$ cat config.mk
export PLATFORM = sky130hd
export DESIGN_NAME = solenoid_peak_hold_release_controller
export DESIGN_NICKNAME = d
export VERILOG_FILES = /design/src/rtl/core/sphrc_pkg.sv /design/src/rtl/core/sphrc_core.sv /design/src/rtl/core/solenoid_peak_hold_release_controller.sv
export VERILOG_INCLUDE_DIRS = /design/src /design/src/rtl/core
export SDC_FILE = /design/constraint.sdc
export NUM_CORES = 1
export LEC_CHECK = 0
export BUFFER_PORTS_ARGS = -buffer_cell sky130_fd_sc_hd__clkbuf_2
export CAP_MARGIN = 20
export CORE_ASPECT_RATIO = 0.7
export CORE_MARGIN = 2
export CORE_UTILIZATION = 60
export DETAILED_ROUTE_END_ITERATION = 8
export GPL_ROUTABILITY_DRIVEN = 0
export PLACE_DENSITY = 0.93
export SETUP_SLACK_MARGIN = 0.1
export SYNTH_ARGS = -nofsm -noshare
export SYNTH_HDL_FRONTEND = slang
export SYNTH_SLANG_ARGS = --single-unit
$ cat constraint.sdc
create_clock -name clock -period 10.1 [get_ports clock]
set_input_delay 2.525 -clock clock [delete_from_list [all_inputs] [get_ports clock]]
set_output_delay 2.525 -clock clock [all_outputs]
set_load 0.005 [all_outputs]
$ cat src/rtl/core/assert_macros.svh
// -----------------------------------------------------------------------------
// assert_macros.svh
// Assertion helpers shared by the RTL. Clocked on clock, disabled in reset.
// -----------------------------------------------------------------------------
`ifndef ASSERT_MACROS_SVH
`define ASSERT_MACROS_SVH

// Same-cycle implication
`define ASSERT_IMPL(lbl, ante, cons) \
   lbl: assert property (@(posedge clock) disable iff (reset) (ante) |-> (cons)) \
      else $error("assertion failed");

// Next-cycle implication
`define ASSERT_NEXT(lbl, ante, cons) \
   lbl: assert property (@(posedge clock) disable iff (reset) (ante) |=> (cons)) \
      else $error("assertion failed");

`endif

$ cat src/rtl/core/sphrc_pkg.sv
// -----------------------------------------------------------------------------
// sphrc_pkg
// Types, codes and helper functions of the solenoid peak/hold controller.
// -----------------------------------------------------------------------------
package sphrc_pkg;

   // Command codes
   localparam logic [1:0] CMD_TICK   = 2'd0;
   localparam logic [1:0] CMD_START  = 2'd1;
   localparam logic [1:0] CMD_SENSOR = 2'd2;

   // Event codes
   localparam logic [1:0] EVT_NONE     = 2'd0;
   localparam logic [1:0] EVT_TIMEOUT  = 2'd1;
   localparam logic [1:0] EVT_RELEASED = 2'd2;
   localparam logic [1:0] EVT_RETURNED = 2'd3;

   // Register indexes (paddr bit 2)
   localparam logic REG_PULSE_COUNT = 1'b0;
   localparam logic REG_SPIN_WINDOW = 1'b1;

   // Reset values of the registers
   localparam logic [2:0] PULSE_COUNT_RST = 3'd3;
   localparam logic [7:0] SPIN_WINDOW_RST = 8'd10;

   localparam logic [7:0]  DUTY_OFF     = 8'd0;
   localparam logic [7:0]  TIMEOUT_OFF  = 8'd0;
   localparam logic [7:0]  TIMEOUT_NONE = 8'hFF;
   localparam logic [3:0]  PHASE_RST    = 4'd15;
   localparam logic [3:0]  PHASE_START  = 4'd1;
   localparam logic [6:0]  PCT_MAX      = 7'd100;
   // 255/100 scaled by 2^22 and biased upward, exact for every percentage up to 100
   localparam logic [30:0] DUTY_RECIP   = 31'd10695721;

   typedef struct packed {
      logic [1:0] command;
      logic [6:0] inrush_pct;
      logic [7:0] inrush_period;
      logic [6:0] hold_pct;
      logic [7:0] timeout_sec;
      logic       sensor_a;
      logic       sensor_b;
   } sphrc_req_type;

   typedef struct packed {
      logic [7:0] duty;
      logic       active;
      logic [1:0] event_res;
      logic       id_read_request;
   } sphrc_rsp_type;

   typedef struct packed {
      logic [2:0] inrush_pulse_count;
      logic [7:0] spin_window;
   } sphrc_cfg_type;

   // Percentage to 8-bit duty: min(pct,100)*255/100
   function automatic logic [7:0] pct_to_duty(input logic [6:0] pct);
      logic [6:0]  p;
      logic [30:0] prod;
      p    = (pct > PCT_MAX) ? PCT_MAX : pct;
      prod = 31'(p) * DUTY_RECIP;
      return prod[29:22];
   endfunction

endpackage

$ cat src/rtl/core/sphrc_core.sv
// -----------------------------------------------------------------------------
// sphrc_core
// Controller state and its combinational next-state update for one transaction.
// -----------------------------------------------------------------------------
module sphrc_core import sphrc_pkg::*; (
   input  logic          clock,
   input  logic          reset,
   input  logic          fire,
   input  sphrc_req_type item,
   input  sphrc_cfg_type cfg,
   output sphrc_rsp_type result
);

   logic        solenoid_on_ff,    solenoid_on_in;
   logic        timeout_armed_ff,  timeout_armed_in;
   logic [3:0]  pulse_phase_ff,    pulse_phase_in;
   logic [7:0]  inrush_duty_ff,    inrush_duty_in;
   logic [7:0]  hold_duty_ff,      hold_duty_in;
   logic [7:0]  pulse_length_ff,   pulse_length_in;
   logic [7:0]  pulse_timer_ff,    pulse_timer_in;
   logic [11:0] run_timer_ff,      run_timer_in;
   logic [7:0]  spin_timer_ff,     spin_timer_in;
   logic        return_started_ff, return_started_in;
   logic        remove_started_ff, remove_started_in;
   logic [7:0]  duty_reg_ff,       duty_reg_in;

   logic [7:0]  pulse_dec;
   logic [11:0] run_dec;
   logic [7:0]  spin_dec;
   logic [11:0] tmo_ticks;
   logic [10:0] period_x_count;
   logic [11:0] pulse_ticks;
   logic        ret_live;
   logic        rem_live;
   logic [1:0]  event_code;
   logic        id_req;

   // Timer countdowns and run-time candidates
   assign pulse_dec      = pulse_timer_ff - 8'(pulse_timer_ff != 8'd0);
   assign run_dec        = run_timer_ff - 12'(run_timer_ff != 12'd0);
   assign spin_dec       = spin_timer_ff - 8'(spin_timer_ff != 8'd0);
   assign tmo_ticks      = {1'b0, item.timeout_sec, 3'b000} + {3'b000, item.timeout_sec, 1'b0};
   assign period_x_count = 11'(item.inrush_period) * 11'(cfg.inrush_pulse_count);
   assign pulse_ticks    = {period_x_count, 1'b0};
   assign ret_live       = return_started_ff && (spin_timer_ff != 8'd0);
   assign rem_live       = remove_started_ff && (spin_timer_ff != 8'd0);

   // Next state per command
   always_comb begin
      solenoid_on_in    = solenoid_on_ff;
      timeout_armed_in  = timeout_armed_ff;
      pulse_phase_in    = pulse_phase_ff;
      inrush_duty_in    = inrush_duty_ff;
      hold_duty_in      = hold_duty_ff;
      pulse_length_in   = pulse_length_ff;
      pulse_timer_in    = pulse_timer_ff;
      run_timer_in      = run_timer_ff;
      spin_timer_in     = spin_timer_ff;
      return_started_in = return_started_ff;
      remove_started_in = remove_started_ff;
      duty_reg_in       = duty_reg_ff;
      event_code        = EVT_NONE;
      id_req            = 1'b0;
      unique case (item.command)
         CMD_TICK: begin
            pulse_timer_in = pulse_dec;
            run_timer_in   = run_dec;
            spin_timer_in  = spin_dec;
            if (solenoid_on_ff && (run_dec == 12'd0) && timeout_armed_ff) begin
               // run time over: switch off and report
               pulse_timer_in   = 8'd0;
               run_timer_in     = 12'd0;
               duty_reg_in      = DUTY_OFF;
               solenoid_on_in   = 1'b0;
               timeout_armed_in = 1'b1;
               event_code       = EVT_TIMEOUT;
            end else if (solenoid_on_ff) begin
               if (pulse_dec == 8'd0) begin
                  if (pulse_phase_ff < {cfg.inrush_pulse_count, 1'b0}) begin
                     duty_reg_in    = pulse_phase_ff[0] ? hold_duty_ff : inrush_duty_ff;
                     pulse_phase_in = pulse_phase_ff + 4'd1;
                     pulse_timer_in = pulse_length_ff;
                  end else begin
                     duty_reg_in = hold_duty_ff;
                  end
               end
            end else begin
               pulse_timer_in   = 8'd0;
               run_timer_in     = 12'd0;
               duty_reg_in      = DUTY_OFF;
               timeout_armed_in = 1'b1;
            end
         end
         CMD_START: begin
            if (item.timeout_sec != TIMEOUT_OFF) begin
               pulse_length_in  = item.inrush_period;
               pulse_timer_in   = item.inrush_period;
               inrush_duty_in   = pct_to_duty(item.inrush_pct);
               duty_reg_in      = pct_to_duty(item.inrush_pct);
               hold_duty_in     = pct_to_duty(item.hold_pct);
               pulse_phase_in   = PHASE_START;
               solenoid_on_in   = 1'b1;
               run_timer_in     = (tmo_ticks > pulse_ticks) ? tmo_ticks : pulse_ticks;
               timeout_armed_in = (item.timeout_sec != TIMEOUT_NONE);
            end else begin
               pulse_timer_in   = 8'd0;
               run_timer_in     = 12'd0;
               duty_reg_in      = DUTY_OFF;
               solenoid_on_in   = 1'b0;
               timeout_armed_in = 1'b1;
            end
         end
         CMD_SENSOR: begin
            // begun flags lapse once the spin window has run out
            return_started_in = ret_live;
            remove_started_in = rem_live;
            if (ret_live) begin
               if (item.sensor_a) begin
                  event_code    = EVT_RETURNED;
                  spin_timer_in = 8'd0;
               end
            end else if (rem_live) begin
               if (item.sensor_a && item.sensor_b) begin
                  id_req           = 1'b1;
                  event_code       = EVT_RELEASED;
                  spin_timer_in    = 8'd0;
                  pulse_timer_in   = 8'd0;
                  run_timer_in     = 12'd0;
                  duty_reg_in      = DUTY_OFF;
                  solenoid_on_in   = 1'b0;
                  timeout_armed_in = 1'b1;
               end
            end else if (!item.sensor_a) begin
               spin_timer_in = cfg.spin_window;
               if (!item.sensor_b) begin
                  remove_started_in = 1'b1;
               end else begin
                  id_req            = 1'b1;
                  return_started_in = 1'b1;
               end
            end
         end
         default: begin
         end
      endcase
   end

   // State registers
   always_ff @(posedge clock) begin
      if (reset) begin
         solenoid_on_ff    <= 1'b0;
         timeout_armed_ff  <= 1'b1;
         pulse_phase_ff    <= PHASE_RST;
         inrush_duty_ff    <= DUTY_OFF;
         hold_duty_ff      <= DUTY_OFF;
         pulse_length_ff   <= 8'd0;
         pulse_timer_ff    <= 8'd0;
         run_timer_ff      <= 12'd0;
         spin_timer_ff     <= 8'd0;
         return_started_ff <= 1'b0;
         remove_started_ff <= 1'b0;
         duty_reg_ff       <= DUTY_OFF;
      end else if (fire) begin
         solenoid_on_ff    <= solenoid_on_in;
         timeout_armed_ff  <= timeout_armed_in;
         pulse_phase_ff    <= pulse_phase_in;
         inrush_duty_ff    <= inrush_duty_in;
         hold_duty_ff      <= hold_duty_in;
         pulse_length_ff   <= pulse_length_in;
         pulse_timer_ff    <= pulse_timer_in;
         run_timer_ff      <= run_timer_in;
         spin_timer_ff     <= spin_timer_in;
         return_started_ff <= return_started_in;
         remove_started_ff <= remove_started_in;
         duty_reg_ff       <= duty_reg_in;
      end
   end

   // Result of this transaction
   assign result.duty            = duty_reg_in;
   assign result.active          = solenoid_on_in;
   assign result.event_res       = event_code;
   assign result.id_read_request = id_req;

endmodule

$ cat src/rtl/core/solenoid_peak_hold_release_controller.sv
// -----------------------------------------------------------------------------
// solenoid_peak_hold_release_controller
// Peak-and-hold solenoid drive with timeouts and a two-sensor wheel detector.
// -----------------------------------------------------------------------------
// Usage:
//   req_* carries one command per transaction: a 100 ms tick, a start/stop
//   with duty and timing settings, or a sensor edge with both sensor levels.
//   rsp_* returns exactly one result per command: duty, active, event code
//   and an ID-read request flag.
//   csr_* is an APB-style port: pulse count at 0x0, spin window at 0x4.
//   Write it only while no command is in flight.
// Path: an accepted command passes the input register, then the result register,
//   on its way to rsp_*; it waits in the input register while rsp_* is stalled.
// Throughput: one command per cycle unless rsp_* stalls; the whole update is
//   one pass through the state logic in sphrc_core.
// Reset: solenoid off, timers stopped, pulse count 3, spin window 10, no
//   transactions held.
// Stall: while rsp_ready is low the result holds; one more command waits in
//   the input register, after which req_ready drops.
// -----------------------------------------------------------------------------
`include "assert_macros.svh"

module solenoid_peak_hold_release_controller import sphrc_pkg::*; (
   input  logic          clock,
   input  logic          reset,
   // command channel
   input  logic          req_valid,
   output logic          req_ready,
   input  sphrc_req_type req_data,
   // result channel
   output logic          rsp_valid,
   input  logic          rsp_ready,
   output sphrc_rsp_type rsp_data,
   // register port
   input  logic          csr_psel,
   input  logic          csr_penable,
   input  logic          csr_pwrite,
   input  logic [2:0]    csr_paddr,
   input  logic [31:0]   csr_pwdata,
   output logic [31:0]   csr_prdata,
   output logic          csr_pready
);

   logic          in_valid_ff, in_valid_in;
   sphrc_req_type in_data_ff;
   logic          rsp_valid_ff, rsp_valid_in;
   sphrc_rsp_type rsp_data_ff;
   sphrc_rsp_type core_result;
   sphrc_cfg_type cfg_ff;
   logic          advance;
   logic          csr_write;

   // Pipeline control
   assign advance     = in_valid_ff && (!rsp_valid_ff || rsp_ready);
   assign req_ready   = !in_valid_ff || advance;
   assign in_valid_in = (req_valid && req_ready) ? 1'b1 : (advance ? 1'b0 : in_valid_ff);
   assign rsp_valid_in = advance ? 1'b1 : (rsp_ready ? 1'b0 : rsp_valid_ff);

   always_ff @(posedge clock) begin
      if (reset) begin
         in_valid_ff  <= 1'b0;
         rsp_valid_ff <= 1'b0;
      end else begin
         in_valid_ff  <= in_valid_in;
         rsp_valid_ff <= rsp_valid_in;
      end
   end

   // Input and result payload registers
   always_ff @(posedge clock) begin
      if (req_valid && req_ready) begin
         in_data_ff <= req_data;
      end
      if (advance) begin
         rsp_data_ff <= core_result;
      end
   end

   sphrc_core u_core (
      .clock  (clock),
      .reset  (reset),
      .fire   (advance),
      .item   (in_data_ff),
      .cfg    (cfg_ff),
      .result (core_result)
   );

   assign rsp_valid = rsp_valid_ff;
   assign rsp_data  = rsp_data_ff;

   // Register port
   assign csr_pready = 1'b1;
   assign csr_write  = csr_psel && csr_penable && csr_pwrite;

   always_ff @(posedge clock) begin
      if (reset) begin
         cfg_ff.inrush_pulse_count <= PULSE_COUNT_RST;
         cfg_ff.spin_window        <= SPIN_WINDOW_RST;
      end else if (csr_write) begin
         unique case (csr_paddr[2])
            REG_PULSE_COUNT: cfg_ff.inrush_pulse_count <= csr_pwdata[2:0];
            REG_SPIN_WINDOW: cfg_ff.spin_window        <= csr_pwdata[7:0];
            default: begin
            end
         endcase
      end
   end

   always_comb begin
      unique case (csr_paddr[2])
         REG_PULSE_COUNT: csr_prdata = {29'd0, cfg_ff.inrush_pulse_count};
         REG_SPIN_WINDOW: csr_prdata = {24'd0, cfg_ff.spin_window};
         default:         csr_prdata = 32'd0;
      endcase
   end

   // Checks
   `ASSERT_IMPL(a_off_zero_duty, rsp_valid_ff && !rsp_data_ff.active, rsp_data_ff.duty == DUTY_OFF)
   `ASSERT_IMPL(a_timeout_off, rsp_valid_ff && (rsp_data_ff.event_res == EVT_TIMEOUT), !rsp_data_ff.active && !rsp_data_ff.id_read_request)
   `ASSERT_IMPL(a_release_off, rsp_valid_ff && (rsp_data_ff.event_res == EVT_RELEASED), !rsp_data_ff.active && rsp_data_ff.id_read_request)
   `ASSERT_NEXT(a_input_held, in_valid_ff && !advance, in_valid_ff)

endmodule

* Word level (Yosys, flattened, before mapping)
Index checks and enable logic that the tools add are counted.
** Cells by class
- Add/sub/neg operators :: 5
- Multipliers :: 3
- Divide/modulo/power cells :: 0
- Order comparisons :: 4
- Eq/ne operators :: 15
- Shifts and indexed selects :: 0
- Mux-type cells :: 74
- Bitwise gates (word level) :: 2
- Reduce and logical (&&, ||, !) cells :: 34
** Operator list (number)
- $mux W8 :: 21
- $mux W12 :: 7
- $pmux W32 S2 :: 1
- $mul A7 B24 Y30 const B :: 2
- $pmux W8 S3 :: 2
- $pmux W12 S3 :: 1
- $mux W1 :: 26
- $reduce_bool A8 Y1 :: 3
- $mux W4 :: 5
- $pmux W8 S2 :: 1
- $sub A8 B1 Y8 :: 2
- $gt A7 B7 Y1 const B :: 2
- $mux W7 :: 2
- $add A11 B9 Y12 :: 1
- $gt A12 B12 Y1 :: 1
- $logic_not A12 Y1 :: 1
- $ne A2 B1 Y1 const B :: 6
- $reduce_bool A12 Y1 :: 1
- $sub A12 B1 Y12 :: 1
- $mul A8 B3 Y11 :: 1
- $reduce_and A5 Y1 :: 2
- $logic_and A1 B1 Y1 :: 9
- $logic_not A8 Y1 :: 1
- $mux W2 :: 4
- other kinds (23) :: 34
** Word-level totals
- Register bits after elaboration :: 127
- Bits in latches :: 0
- RAM bits :: 0
- Memory bits (read-only) :: 0
- Input bits :: 76
- Output and inout port bits :: 47
- Logic and storage cells :: 164
- Memories :: 0

* Depth between registers and ports, before layout
Gate-level depths: netlist of run 1.
- Word-level depth :: 7
- Mapped depth :: 22
- Depth with buffers taken out :: 20

* Cells and area by module
From an unflattened synthesis of run 1, not the netlist that was laid out.
** Unflattened totals
- Cells, all modules :: 1249
- Area, all modules :: 11202.0 um^2
** Modules (own cells, without submodules)
- sphrc_core :: instances 1, cells an instance 1110, area each 8958.6 um^2, sequential area each 1361.3 um^2
- solenoid_peak_hold_release_controller :: instances 1, cells an instance 139, area each 2243.4 um^2, sequential area each 1641.6 um^2

* Worst setup path before layout of run 1
No wires, ideal clock.
- Path type :: in2out
- Start point :: input port csr_paddr[2]
- End point :: output port csr_prdata[0]
- Data arrival time :: 3098 ps
- Required time :: 7575 ps
- Path slack :: 4477 ps
- Cell stages on the path :: 2
- Buffers on the path :: 1
- Cells stage by stage :: clkbuf_1 > mux2_2
** Between the ends
- Cells in the longest elaborated chain, start to end :: 2
** Ends and longest elaborated chain
- from (decl) :: RTL line solenoid_peak_hold_release_controller.sv:38 : input logic [2:0] csr_paddr,
- $not A1 Y1 (no line)
- $pmux W32 S2 (*) :: RTL line solenoid_peak_hold_release_controller.sv:110 : unique case (csr_paddr[2])
- to (decl) :: RTL line solenoid_peak_hold_release_controller.sv:40 : output logic [31:0] csr_prdata,
Every way passes the cells marked *; elsewhere a longest branch is shown, timed or not. The select of a mux whose other input is x is not followed.

==> results of run 1 <==
per-stage QoR:
step / cell area [µm²] / setup WS [ns] / hold WS, ns
2_1_floorplan: 10800 / 4.48 / 0.429
3_3_place_gp: 11100 / 4.39 / 0.441
3_5_place_dp: 11100 / 4.34 / 0.447
4_1_cts: 11700 / 4.31 / 0.457
5_1_grt: 11700 / 3.92 / 0.484
6_report: 11700 / 4.19 / 0.456
sequential cells by signal (all words and copies together), names as in the netlist:
name	flops
cfg_ff	11
in_data_ff	34
in_valid_ff	1
rsp_data	12
rsp_valid	1
u_core.duty_reg_ff	8
u_core.hold_duty_ff	8
u_core.inrush_duty_ff	8
u_core.pulse_length_ff	8
u_core.pulse_phase_ff	4
u_core.pulse_timer_ff	8
u_core.remove_started_ff	1
u_core.return_started_ff	1
u_core.run_timer_ff	12
u_core.solenoid_on_ff	1
u_core.spin_timer_ff	8
u_core.timeout_armed_ff	1
cells in the mapped netlist, types with 5 or more instances:
cell,instances,area share (%)
nor2b_1,10,0.58
nand2b_1,16,0.94
and3_1,13,0.76
a211oi_1,17,1.2
xnor2_1,22,1.8
xor2_1,11,0.90
o21bai_1,8,0.56
and4_1,5,0.41
a21o_1,15,1.1
buf_4,26,1.8
o21a_1,7,0.49
a22oi_1,7,0.49
nand3_1,16,0.75
nor2_1,89,3.1
and2_1,26,1.5
inv_1,103,3.6
a31oi_1,9,0.53
clkbuf_1,37,1.3
o21ai_1,6,0.28
nor3_1,21,0.98
nor4_1,16,0.94
o21ai_0,50,2.3
dfxtp_1,81,15
fa_1,36,6.7
or3_1,10,0.58
a21oi_1,87,4.1
nand2_1,137,4.8
mux2i_1,17,1.6
edfxtp_1,46,13
ha_1,177,21
or2_2,7,0.41
nand4_1,9,0.53
layer usage:
metal / vias to the layer above / part of all wire (%) / global-route usage [%]
li1: 4351 / - / -
met1: 4394 / 42 / 38.1
met2: 593 / 44 / 46.8
met3: 103 / 10 / 6.41
met4: 0 / 3.3 / 13.5
met5: - / 0 / 0
kinds of logic after synthesis:
group	count (synthesis)	share of synthesized area [%]
xor gates and xnor gates	33	2.70
adders and majority gates	213	27.4
buffers and inverters	172	6.99
DFF	127	28.1
other	2	0.0702
AOI/OAI and AO/OA	258	15.3
and+or+nand+nor	392	17.6
muxes	20	1.91
power groups by stage:
| stage | Clock (mW) | Sequential, mW | Combinational, mW |
|---|---|---|---|
| 5_1_grt | 0.638 | 0.581 | 0.745 |
| 2_1_floorplan | 0 | 0.580 | 0.480 |
| 4_1_cts | 0.618 | 0.578 | 0.655 |
| 3_5_place_dp | 0 | 0.588 | 0.639 |
| 3_3_place_gp | 0 | 0.587 | 0.596 |
| 6_report | 0.621 | 0.579 | 0.669 |
worst reg2reg max path: stages, from the launching register on:
cell and delay (ns):
edfxtp_1 0.57, nand2_1 0.18, o21bai_1 0.55, ha_1 0.38, ha_1 0.29, inv_1 0.06
fa_1 0.41, fa_1 0.49, inv_1 0.05, ha_1 0.28, and4_1 0.21, a221o_1 0.35
a221oi_1 0.48, a211o_1 0.21, a21oi_1 0.17, a31o_2 0.33, and4_1 0.19, o21ai_0 0.28
a31oi_1 0.17
how the worst min path moves through the flow:
stage | end | slack (ns) | depth (start not counted)
global placement | u_core.inrush_duty_ff[2] | 0.44 | 2
global route | u_core.hold_duty_ff[2] | 0.48 | 2
CTS | u_core.pulse_length_ff[5] | 0.46 | 2
floorplan | u_core.hold_duty_ff[1] | 0.43 | 2
finish | u_core.pulse_length_ff[5] | 0.46 | 2
detailed placement | u_core.inrush_duty_ff[0] | 0.45 | 2
final cells by class:
cell class	count	area [µm²]
Clock buffer	19	443
Inverter	103	387
Sequential cell	127	3000
Tap cell	231	289
Clock inverter	13	139
Timing Repair Buffer	75	389
Multi-Input combinational cell	941	7050
Fill cell	1278	5620
==> impl_metrics.yaml, run 1 <==
yosys:
  seq_area_frac_synth_pct: 28.1
  syn_inst: 1217
  yosysUniqueCellTypes: 70
  yosysWarnings: 0
  syn_avg_cell_area_um2: 8.80
  synth_async_sr_flop_share_pct: 0
  ys_ff_latch: 127
  synth_ff_type: "dfxtp_1"
  synth_edf_count: 46
  syn-cell-area_mm2: 0.0107
critical_path:
  critPathMaxFanout: 10
  crit_required_ns: 10.25
  path_class: "reg -> reg"
  rrSetupSlack_ns: 4.19
  end_kind: "flip-flop"
  worstPathArrival_ns: 6.06
  critPathLaunchType: "flip-flop"
  crit_top_cell: "ha_1"
  startpoint: "in_data_ff[30]"
  crit_family: "compound AO/OA/AOI/OAI gates"
  crit_chain: "nand2_1 > o21bai_1 > ha_1 > ha_1 > inv_1 > fa_1 > fa_1 > inv_1 > ha_1 > and4_1 > a221o_1 > a221oi_1 > a211o_1 > a21oi_1 > a31o_2 > and4_1 > o21ai_0 > a31oi_1"
  reg2reg_depth: 18
  r2r-end: "rsp_data[11]"
  path_buf_inv: 2
  path_depth: 18
  timing.rr.start: "in_data_ff[30]"
  cp-endpoint: "rsp_data[11]"
  slowest_delay_ns: 0.57
  cp_slowest_cell: "edfxtp_1"
flow_run:
  maxCapViolations: 0
layout:
  fin_util_pct: 67.5
  n_antenna_cell: 0
  final_cells: 1509
  drive_above_1_share_pct: 9.70
  layout_commonest_cell: "ha_1"
  most-common-layout-cells: "ha_1 (177), nand2_1 (137), inv_1 (103), nor2_1 (89), a21oi_1 (87)"
  final_nets: 1554
  area_growth_pct: 9.26
global_routing:
  overflow: 0
  grt_usage_pct: 29.2
  antenna_found_initial: 0
  grt_pass1_wl_mm: 43.8
  grt_pass1_vias: 9346
  grt_max_degree: 69
floorplan:
  core_mm2: 0.0173
  dieArea_mm2: 0.0189
  io_pins: 123
  die_x_um: 164
  initial_core_util_pct: 61.8
  die_h_um: 116
  rows: 40
drt:
  viasPerCell: 6.26
  route.detailed.drc: 0
  wl_per_cell_um: 17.7
  vias: 9441
  routed_wl_mm: 26.7
  drt_iter0_markers: 1172
  firstDrtPassIters: 8
  drtAntennaViolNets: 0
placed_design:
  dp_hpwl_mm: 19.5
  dpl.cell_count: 1477
  io_buffers: 71
clock_network:
  clock-root-buffer: "clkbuf_16"
  cts-hold-fix-buffers: 0
  postCtsSetupRepairBufs: 0
  cts_resized: 0
  cts_tree: "done"
  clk_path_buf_depth: 2
  htreeDepth: 4
  clock_sinks: 127
  clk_latency_ns: 0.44
  cts_buffers: 17
  cts.clk_slew.worst_paths_ns: 0.06
pwr:
  vdd_drop_max_mv: 0.124
  p_sw_uw: 668
  power_density_mw_per_mm2: 160
  pwr-share-seq_pct: 31.0
  finalPower_mw: 1.87
  p_clk_share_pct: 33.2
  p_sw_share_pct: 35.8
  power_frac_comb_pct: 35.8
  p_leak_nw: 5.38
  internal-power_mw: 1.20
sta:
  final.setup.tns_ns: 0
  fmax_mhz: 169
  min_period_ns: 5.91
  grt_setup_unrepaired: "no"
  finalCritPeriodShare_pct: 58.5
  tightestPinTransition_ns: 1.07
  relSlewSlack_pct: 28.3
  finalHoldViolations: 0
  slew_viol_final: 0
  setup_viol: 0
  clock_skew_ns: 0.0103
worst_hold_path:
  min_path_type: "reg -> reg"
  min-delay-start: "u_core.pulse_length_ff[5]"
run_status:
  outcome: "complete, no violations"
Note: power is estimated with default switching activity, not from simulation.
==> inputs of run 2 (changes only) <==
- CORE_UTILIZATION: 60 -> 55
- PLACE_DENSITY: 0.93 -> 0.9
- clock period: 10.1 -> 5.2 ns (I/O delays scaled with it)
==> run 2 against run 1 <==
  * The flow now finishes with violations (negative setup slack)
  * Non-clock buffer count grew 42
  * Final area up 5.3%
  * Core utilization is 2.6 points lower
  * Critical endpoint is now rsp_data[9]
  * Largest power group unchanged
  * Highest routed layer unchanged
==> impl_metrics.yaml, run 2 (synthesis gave the netlist of run 1 again) <==
drt:
  drt_iter0_markers: 1285
  route.detailed.drc: 0
  viasPerCell: 6.05
  drtAntennaViolNets: 0
  vias: 9582
  firstDrtPassIters: 9
  wl_per_cell_um: 18.2
  routed_wl_mm: 28.9
critical_path:
  crit_top_cell: "ha_1"
  path_class: "reg -> reg"
  worstPathArrival_ns: 5.39
  critPathMaxFanout: 4
  critPathLaunchType: "flip-flop"
  cp_slowest_cell: "or4_4"
  end_kind: "flip-flop"
  reg2reg_depth: 17
  crit_required_ns: 5.35
  rrSetupSlack_ns: -0.04
  crit_family: "adder cells"
  timing.rr.start: "in_data_ff[29]"
  slowest_delay_ns: 0.51
  crit_chain: "o311ai_4 > and2_4 > buf_4 > ha_1 > ha_1 > fa_1 > ha_1 > ha_1 > and4_1 > and3_1 > o311ai_1 > a211o_1 > a21oi_2 > or4_4 > a31o_1 > nor2_2 > a21oi_2"
  r2r-end: "rsp_data[9]"
  path_buf_inv: 1
worst_hold_path:
  holdPathEnd: "u_core.inrush_duty_ff[3]"
  min_path_cells: 2
  min-delay-start: "u_core.inrush_duty_ff[3]"
  min_path_type: "reg -> reg"
pwr:
  power_density_mw_per_mm2: 304
  p_leak_nw: 5.64
  finalPower_mw: 3.75
  vdd_drop_max_mv: 0.213
placed_design:
  io_buffers: 71
  dpl_cell_area_mm2: 0.0114
  pre_cts_ws_ns: -0.00117
  dp_hpwl_mm: 19.9
  dpl.cell_count: 1540
floorplan:
  io_pins: 123
  dieArea_mm2: 0.0206
  core_mm2: 0.0190
  die_x_um: 171
  initial_core_util_pct: 56.4
  rows: 42
  die_h_um: 121
sta:
  tightestPinTransition_ns: 1.00
  layout_setup_ws_ns: -0.0392
  finalHoldViolations: 0
  setup_viol: 4
  min_period_ns: 5.24
  slew_viol_final: 0
  fmax_mhz: 191
  relSlewSlack_pct: 33.2
  clock_skew_ns: 0.0115
  grt_setup_unrepaired: "yes"
  finalCritPeriodShare_pct: 101
flow_run:
  maxCapViolations: 0
layout:
  fin_util_pct: 64.9
  postLayoutCellArea_mm2: 0.0123
  area_growth_pct: 15.1
  drive_above_1_share_pct: 15.0
  most-common-layout-cells: "ha_1 (168), nand2_1 (137), inv_1 (102), nor2_1 (87), a21oi_1 (85)"
  final_cells: 1584
  final_nets: 1596
  max_flop_register: "in_data_ff"
  layout_commonest_cell: "ha_1"
  largest_reg_flops: 34
  n_antenna_cell: 0
global_routing:
  grt_pass1_wl_mm: 44.0
  antenna_found_initial: 0
  grt_pass1_vias: 9022
  overflow: 0
  grt_usage_pct: 26.8
  grt_max_degree: 68
clock_network:
  clock_sinks: 127
  cts_tree: "done"
  cts_buffers: 17
  clk_latency_ns: 0.43
  htreeDepth: 4
  clk_path_buf_depth: 2
  cts.clk_slew.worst_paths_ns: 0.06
  clock-root-buffer: "clkbuf_16"
run_status:
  outcome: "complete, but fails checks"
  violations: "negative setup slack"
==> run 2: changes by cell type in the layout (fill, tap and decap cells not counted), moves of 3 or more <==
cell        delta
and2_1         -3
buf_4         +40
clkinvlp_4     -3
ha_1           -9
ha_4           +9
o311ai_0       -3
==> run 2: worst max path at each step <==
stage | cells past startpoint | to | from | slack, ns
5_1_grt | 18 | rsp_data[10] | in_data_ff[29] | -0.15
3_5_place_dp | 17 | rsp_data[11] | in_data_ff[27] | -0.001
2_1_floorplan | 17 | u_core.hold_duty_ff[7] | in_data_ff[13] | 0.20
3_3_place_gp | 18 | u_core.hold_duty_ff[7] | in_data_ff[13] | 0.15
6_report | 17 | rsp_data[9] | in_data_ff[29] | -0.04
4_1_cts | 19 | rsp_data[9] | in_data_ff[31] | 0.03
==> run 2: area by class of cell <==
cell class                      count  area (µm²)
Clock buffer                       22         497
Sequential cell                   127        3000
Inverter                          103         387
Fill cell                        1371        6650
Clock inverter                     10         101
Multi-Input combinational cell    941        7290
Tap cell                          264         330
Timing Repair Buffer              117         712
==> run 2: tightest hold or removal path, stage by stage (launching register included) <==
cell	delay, ns
dfxtp_1	0.30
nand2_1	0.05
a21oi_1	0.05
==> run 2: repair_timing <==
action,in CTS,in global routing
endpoints found under the hold margin,0,0
pin swaps,0,23
gates resized for setup,4,43
setup endpoints to repair,13,22
buffers inserted,2,11
hold buffers,0,0
==> run 2: through the flow <==
step,hold slack (ns),setup TNS (ns)
global placement,0.441,0
finish,0.459,-0.0677
global route,0.488,-1.17
CTS,0.462,0
detailed placement,0.454,-0.00117
floorplan,0.429,0
==> run 2: layer usage <==
metal	vias up	wire length (µm)	track usage [%]	part of all wire (%)
met2	613	13100	42.4	45
met5	-	0	0	0
met1	4463	12300	37.2	42
met4	0	661	7.69	2.3
met3	77	2870	5.34	9.9
li1	4429	-	-	-
==> run 2: where the power goes <==
group,internal [mW],total (mW),switching [mW]
combinational,0.606,1.42,0.814
sequential,1.08,1.12,0.0427
clock,0.733,1.21,0.475
==> inputs of run 3 (changes only) <==
- BUFFER_PORTS_ARGS: -buffer_cell sky130_fd_sc_hd__clkbuf_2 -> -buffer_cell sky130_fd_sc_hd__buf_2
- CELL_PAD_IN_SITES_DETAIL_PLACEMENT: default -> 1
- CELL_PAD_IN_SITES_GLOBAL_PLACEMENT: default -> 2
- CORE_UTILIZATION: 55 -> 33
- PLACE_DENSITY: 0.9 -> 0.88
==> run 3 against run 2 <==
  * The run now ends clean
  * Register-to-register slack improved by 0.21 ns
  * Clock power rose by 12%
  * Sequential power barely moved
  * Critical path type unchanged
  * Via count fell by 3.4%
  * Largest cell class unchanged
  * Maximum frequency rose by 4.1%
  * Non-clock buffer count rose by 19
==> impl_metrics.yaml, run 3 (synthesis gave the netlist of run 1 again) <==
run_status:
  outcome: "complete, no violations"
floorplan:
  io_pins: 123
  rows: 55
  dieArea_mm2: 0.0339
  die_x_um: 219
  die_h_um: 155
  initial_core_util_pct: 33.3
  core_mm2: 0.0321
clock_network:
  cts_tree: "done"
  clock_sinks: 127
  cts_buffers: 17
  clk_latency_ns: 0.44
  cts.clk_slew.worst_paths_ns: 0.06
  htreeDepth: 4
  clk_path_buf_depth: 2
  clock-root-buffer: "clkbuf_16"
placed_design:
  dp_hpwl_mm: 24.8
  dpl.cell_count: 1718
  io_buffers: 71
drt:
  viasPerCell: 5.24
  vias: 9258
  routed_wl_mm: 32.3
  wl_per_cell_um: 18.3
  firstDrtPassIters: 5
  drtAntennaViolNets: 0
  drt_iter0_markers: 434
  route.detailed.drc: 0
pwr:
  p_sw_mw: 1.35
  internal-power_mw: 2.60
  p_leak_nw: 5.78
  power_density_mw_per_mm2: 306
  p_clk_share_pct: 34.2
  vdd_drop_max_mv: 0.205
  pwr-share-seq_pct: 28.5
  p_sw_share_pct: 34.1
  power_frac_comb_pct: 37.3
layout:
  max_flop_register: "in_data_ff"
  final_nets: 1615
  layout_commonest_cell: "ha_1"
  ff_latch_area_mm2: 0.00300
  drive_above_1_share_pct: 17.3
  area_growth_pct: 20.6
  nFillCells: 3750
  most-common-layout-cells: "ha_1 (164), nand2_1 (136), inv_1 (101), nor2_1 (88), a21oi_1 (84)"
  n_antenna_cell: 0
  multi_input_area_mm2: 0.00743
  final_cells: 1766
  largest_reg_flops: 34
global_routing:
  antenna_found_initial: 0
  grt_max_degree: 36
  grt_pass1_wl_mm: 51.1
  grt_usage_pct: 19.3
  grt_pass1_vias: 9491
  overflow: 0
sta:
  holdWs_ns: 0.457
  clock_skew_ns: 0.00905
  min_period_ns: 5.03
  finalHoldViolations: 0
  fmax_mhz: 199
  grt_setup_unrepaired: "yes"
  finalCritPeriodShare_pct: 96.8
  slew_viol_final: 0
  setup_viol: 0
  final.setup.tns_ns: 0
  tightestPinTransition_ns: 1.05
  relSlewSlack_pct: 29.8
critical_path:
  crit_chain: "o311ai_4 > and2_4 > buf_6 > ha_4 > ha_1 > fa_1 > ha_1 > ha_4 > and4_1 > and3_1 > o311ai_2 > buf_4 > a211o_1 > a21oi_2 > or4_4 > a31o_1 > nor2_1 > a21oi_1"
  path_buf_inv: 2
  crit_family: "adder cells"
  path_class: "reg -> reg"
  slowest_delay_ns: 0.51
  end_kind: "flip-flop"
  critPathMaxFanout: 4
  crit_required_ns: 5.36
  worstPathArrival_ns: 5.20
  critPathLaunchType: "flip-flop"
  cp_slowest_cell: "or4_4"
worst_hold_path:
  min_path_type: "reg -> reg"
flow_run:
  maxCapViolations: 0
## run 3: changes by cell type in the layout (fill, tap and decap cells not counted), sizes merged
cell,delta
clkbuf,-69
clkinvlp,-1
buf,+90
bufinv,+2
inv,-2
clkinv,-1
## run 3: power groups by stage
stage          registers [mW]  clock network, mW  logic [mW]
3_3_place_gp             1.14                  0        1.26
6_report                 1.13               1.35        1.47
4_1_cts                  1.12               1.37        1.37
5_1_grt                  1.13               1.41        1.67
2_1_floorplan            1.13                  0       0.933
3_5_place_dp             1.14                  0        1.33
## run 3: layout make-up
class	count	area share, %
Multi-Input combinational cell	941	57.6
Tap cell	427	4.14
Clock buffer	24	4.24
Timing Repair Buffer	136	6.89
Clock inverter	8	0.901
Sequential cell	127	23.3
Inverter	103	2.99
## run 3: layer usage
layer	GRT usage [%]	share of wire [%]
met1	29.0	51
met2	28.4	43
met3	2.79	4.0
met4	5.76	1.6
met5	0	0
## run 3: path summary, 6_finish.rpt
path	to	slack, ns	cells past startpoint	start
max	rsp_data[9]	0.17	18	in_data_ff[29]
min	u_core.hold_duty_ff[4]	0.46	2	u_core.hold_duty_ff[4]
max reg2reg	rsp_data[9]	0.17	18	in_data_ff[29]
min reg2reg	u_core.hold_duty_ff[4]	0.46	2	u_core.hold_duty_ff[4]
## run 3: through the flow
stage          instance area (µm²)  util [%]  power, mW  setup WS [ns]
2_1_floorplan                10800         -       2.06          0.204
3_3_place_gp                 11700      36.4       2.40        -0.0194
3_5_place_dp                 11700      36.4       2.47         -0.222
4_1_cts                      12500      38.8       3.86         0.0655
5_1_grt                      12900      40.2       4.21         0.0143
6_report                     12900      40.2       3.95          0.166
## run 3: timing repair
action | in CTS | in global routing
setup buffers | 3 | 12
pin swaps | 1 | 29
hold buffers | 0 | 0
gates resized for setup | 19 | 54
setup endpoints to repair | 20 | 33
## run 3: worst register-to-register path, stage by stage (launching register included)
cell      delay [ns]
edfxtp_1        0.45
o311ai_4        0.35
and2_4          0.25
buf_6           0.14
ha_4            0.22
ha_1            0.19
fa_1            0.45
ha_1            0.35
ha_4            0.25
and4_1          0.19
and3_1          0.20
o311ai_2        0.34
buf_4           0.17
a211o_1         0.18
a21oi_2         0.07
or4_4           0.51
a31o_1          0.27
nor2_1          0.12
a21oi_1         0.06
